$ cat src/sv/fsl_ram.sv
module fsl_ram #(
  parameter int DEPTH = 128,
  parameter int WIDTH = 16,
  parameter int AW    = 7
) (
  input  logic             clk,
  input  logic             wr_en,
  input  logic [AW-1:0]    wr_addr,
  input  logic [WIDTH-1:0] wr_data,
  input  logic [AW-1:0]    rd_addr,
  output logic [WIDTH-1:0] rd_data
);

  logic [WIDTH-1:0] mem [DEPTH];
  logic [WIDTH-1:0] rd_data_r;

  // One write port and one registered read port.
  always_ff @(posedge clk) begin
    if (wr_en) begin
      mem[wr_addr] <= wr_data;
    end
    rd_data_r <= mem[rd_addr];
  end

  assign rd_data = rd_data_r;

endmodule

$ cat config.mk
export PLATFORM = sky130hd
export DESIGN_NAME = fsl_ram
export DESIGN_NICKNAME = d
export VERILOG_FILES = /design/src/sv/fsl_ram.sv
export SDC_FILE = /design/constraint.sdc
export NUM_CORES = 2
export LEC_CHECK = 0
export BUFFER_PORTS_ARGS = -buffer_cell sky130_fd_sc_hd__buf_2
export CORE_MARGIN = 1
export CORE_UTILIZATION = 57
export CTS_BUF_LIST = sky130_fd_sc_hd__clkbuf_4 sky130_fd_sc_hd__clkbuf_8 sky130_fd_sc_hd__clkbuf_16
export DETAILED_ROUTE_END_ITERATION = 16
export MAX_ROUTING_LAYER = met4
export PLACE_DENSITY = 0.76
export SYNTH_ARGS = -nofsm -noshare
export SYNTH_HDL_FRONTEND = slang
export SYNTH_SLANG_ARGS = --single-unit
export TNS_END_PERCENT = 5
$ cat constraint.sdc
create_clock -name clk -period 3.1 [get_ports clk]
set_input_delay 0.62 -clock clk [delete_from_list [all_inputs] [get_ports clk]]
set_output_delay 0.62 -clock clk [all_outputs]
set_load 0.01 [all_outputs]
==> run summary <==
Status - finished clean
Clock Latency Late Sink - 0.84 ns
Register area - 61800 sq um
Post-CTS setup buffers - 0
IO Pins - 48
Reg2reg start - mem[37][3]
P&R area growth vs syn - 14.5%
Overall Power - 57900 uW
Arr. time, crit path - 3.44 ns
Worst Setup Path Type - in -> reg
Global-route wire length before repair - 281000 microns
Cell variety after synth - 17
Placed Cells - 5039
Yosys reg bits - 2064
Hold EP - mem[33][0]
Worst R2R End - rd_data[3]
Final slew viol count - 0
Share of cells above drive strength 1 - 0.374
Die Area - 139000 sq um
H-tree depth - 4
Post-CTS Resized - 0
Internal - 45800 uW
CTS Root Cell - clkbuf_16
CTS Hold Bufs - 0
Synthesized instance count - 3086
Vias per inst - 6.87
Bufs on Longest Clock Path - 3
Routed WL per cell - 36.4 microns
Final hold vios - 0
Crit-path most repeated cell - mux4_2
DIE HEIGHT - 373 microns
Routability cong. - 0.871
DR vias - 37200
Largest net degree at the start of global routing - 129
Synth Net Count - 3118
Sw frac - 0.210
Period utilization - 0.875
Clk_skew - 0.0392 ns
Clock sinks - 2064
Hold path start - wr_data[0]
Psw - 12100 uW
Tmin final - 2.71 ns
Vias in the first global route - 37800
Least-Margin Pin Slew - 1.17 ns
Register area share after synthesis - 0.787
DRC - 0
Critical Path Sink Type - register
CP Max Fanout - 20
Area leader, netlist - edfxtp_1
Core area - 136000 sq um
Number of fill cells - 7989
R2r setup slk - 0.52 ns
Pwr dens - 644 nW/um^2
Logic pwr share - 0.053
Setup_tns - 0 ns
Iter 0 DRT Violations - 5898
Post-Syn Area - 78500 sq um
RSZ-0062 raised after global routing - false
Number of max-cap violations - 0
Worst vdd ir - 0.631 mV
GR Overflow Total - 0
Fmax - 369 MHz
Num CTS Buffers - 195
Number of antenna violations at the first check in global routing - 23
Register share of total power - 0.534
Clk pwr share - 0.413
Setup-failing EPs final - 0
Top cell type's share of synthesized area - 0.783
Max-slew headroom - 0.221
Multi-input gate area - 16100 sq um
CTS tree - yes
Path depth of the worst reg2reg path - 4
Routed wire length - 197000 microns
First-pass detailed-route iteration total - 8
Worst setup SP type - input pin
Gr usage total - 0.298
Worst Hold Path Cells - 1
Final nets - 3487
Antenna-violating nets left - 0
Slowest CP cell - mux4_2
Syn_area_per_cell - 25.4 sq um
LEAKAGE - 0.0282 uW
CP max stage delay - 0.61 ns
DPL Wire Length - 112000 microns
Initial Util - 0.577
Largest cells by area after synthesis - edfxtp_1 (78%), mux4_2 (19%), nor2_1 (0.58%)
Core Rows - 135
Synth warnings - 0
I/O Buffers - 47
Final std cells w/o fill - 5412
Crit-path cells - buf_8 > buf_12 > buf_4 > mux4_2 > mux4_2 > mux4_2 > mux2_2
Worst-path clk slew - 0.06 ns
Chip width - 373 microns
Hold crit path type - in -> reg
CP required - 3.83 ns
[critical path, delay by kind of cell]
kind	cells	cell delay (ns)
buf+inv	3	0.70
mux	4	2.06
[layout by cell type, fill, tap and decap left out, types with 5 or more instances in the layout]
| cell | instances |
|---|---|
| buf_2 | 27 |
| clkbuf_8 | 5 |
| clkbuf_4 | 41 |
| buf_12 | 66 |
| diode_2 | 18 |
| clkinv_1 | 35 |
| inv_6 | 5 |
| mux4_2 | 672 |
| dfxtp_1 | 16 |
| clkbuf_16 | 197 |
| buf_4 | 239 |
| nand3_1 | 12 |
| clkinvlp_4 | 6 |
| nor2_1 | 122 |
| clkinv_2 | 38 |
| mux2_2 | 16 |
| nor3_2 | 9 |
| edfxtp_1 | 2048 |
| nor2b_1 | 7 |
| bufinv_16 | 18 |
| nand2_1 | 14 |
[power groups by stage]
stage | sequential (uW) | clock, uW | combinational (uW)
after floorplan | 31500 | 0 | 1510
after global placement | 31500 | 0 | 2900
after detailed placement | 31500 | 0 | 3000
after CTS | 30900 | 24200 | 3040
after global routing | 30900 | 25100 | 3160
final | 30900 | 23900 | 3060
[metal layers]
metal / share of wire / up-vias / wire length (microns) / GRT usage
li1: - / 14200 / - / -
met1: 0.36 / 19800 / 70400 / 0.408
met2: 0.49 / 2811 / 96200 / 0.456
met3: 0.13 / 349 / 25100 / 0.0708
met4: 0.028 / 0 / 5460 / 0.0838
met5: 0 / - / 0 / -
[state kept, by name, summed over array words and instances, names as in the netlist]
name and flops:
rd_data 16, mem 2048
[synth_stat cells]
cell      count
nor2_1      122
edfxtp_1   2048
clkbuf_1     82
nor2b_1       7
dfxtp_1      16
mux4_2      672
nand2_1      14
buf_6         1
or3_1         1
buf_2        52
nand3_1      12
buf_1        28
nand2b_1      2
nor3_1        9
buf_4         1
mux2_2       16
nand4_1       3
[area by class of cell]
class                   count  area share
diodes                     18    0.000501
clock buffers             243      0.0590
clock inverters           112      0.0127
multi-input cells         858       0.179
flip-flops and latches   2064       0.688
well taps                1781      0.0248
repair buffers            336      0.0368
[worst max-delay path by stage]
stage                             end  slack (ns)        from
final                      rd_data[2]        0.39  rd_addr[0]
after detailed placement   rd_data[6]       -0.37  rd_addr[0]
after global routing       rd_data[2]        0.43  rd_addr[0]
after floorplan           rd_data[10]       -0.01  rd_addr[0]
after CTS                  rd_data[2]        0.45  rd_addr[0]
after global placement     rd_data[1]       -0.35  rd_addr[0]
[per-stage QoR]
step                setup WS, ns  area [sq um]  hold slack [ns]  utilization
CTS                        0.451         89900            0.192        0.660
global route               0.432         89900            0.212        0.660
detailed placement        -0.365         83400             1.09        0.613
finish                     0.388         89900            0.242        0.660
floorplan                -0.0133         78500            0.719            -
global placement          -0.351         83400             1.07        0.613
[kinds of logic after synthesis]
kind of cell | synth area share
flops | 0.787
mux | 0.195
simple gates | 0.00888
buf+inv | 0.00881
Power figures use the tool's default switching activity.
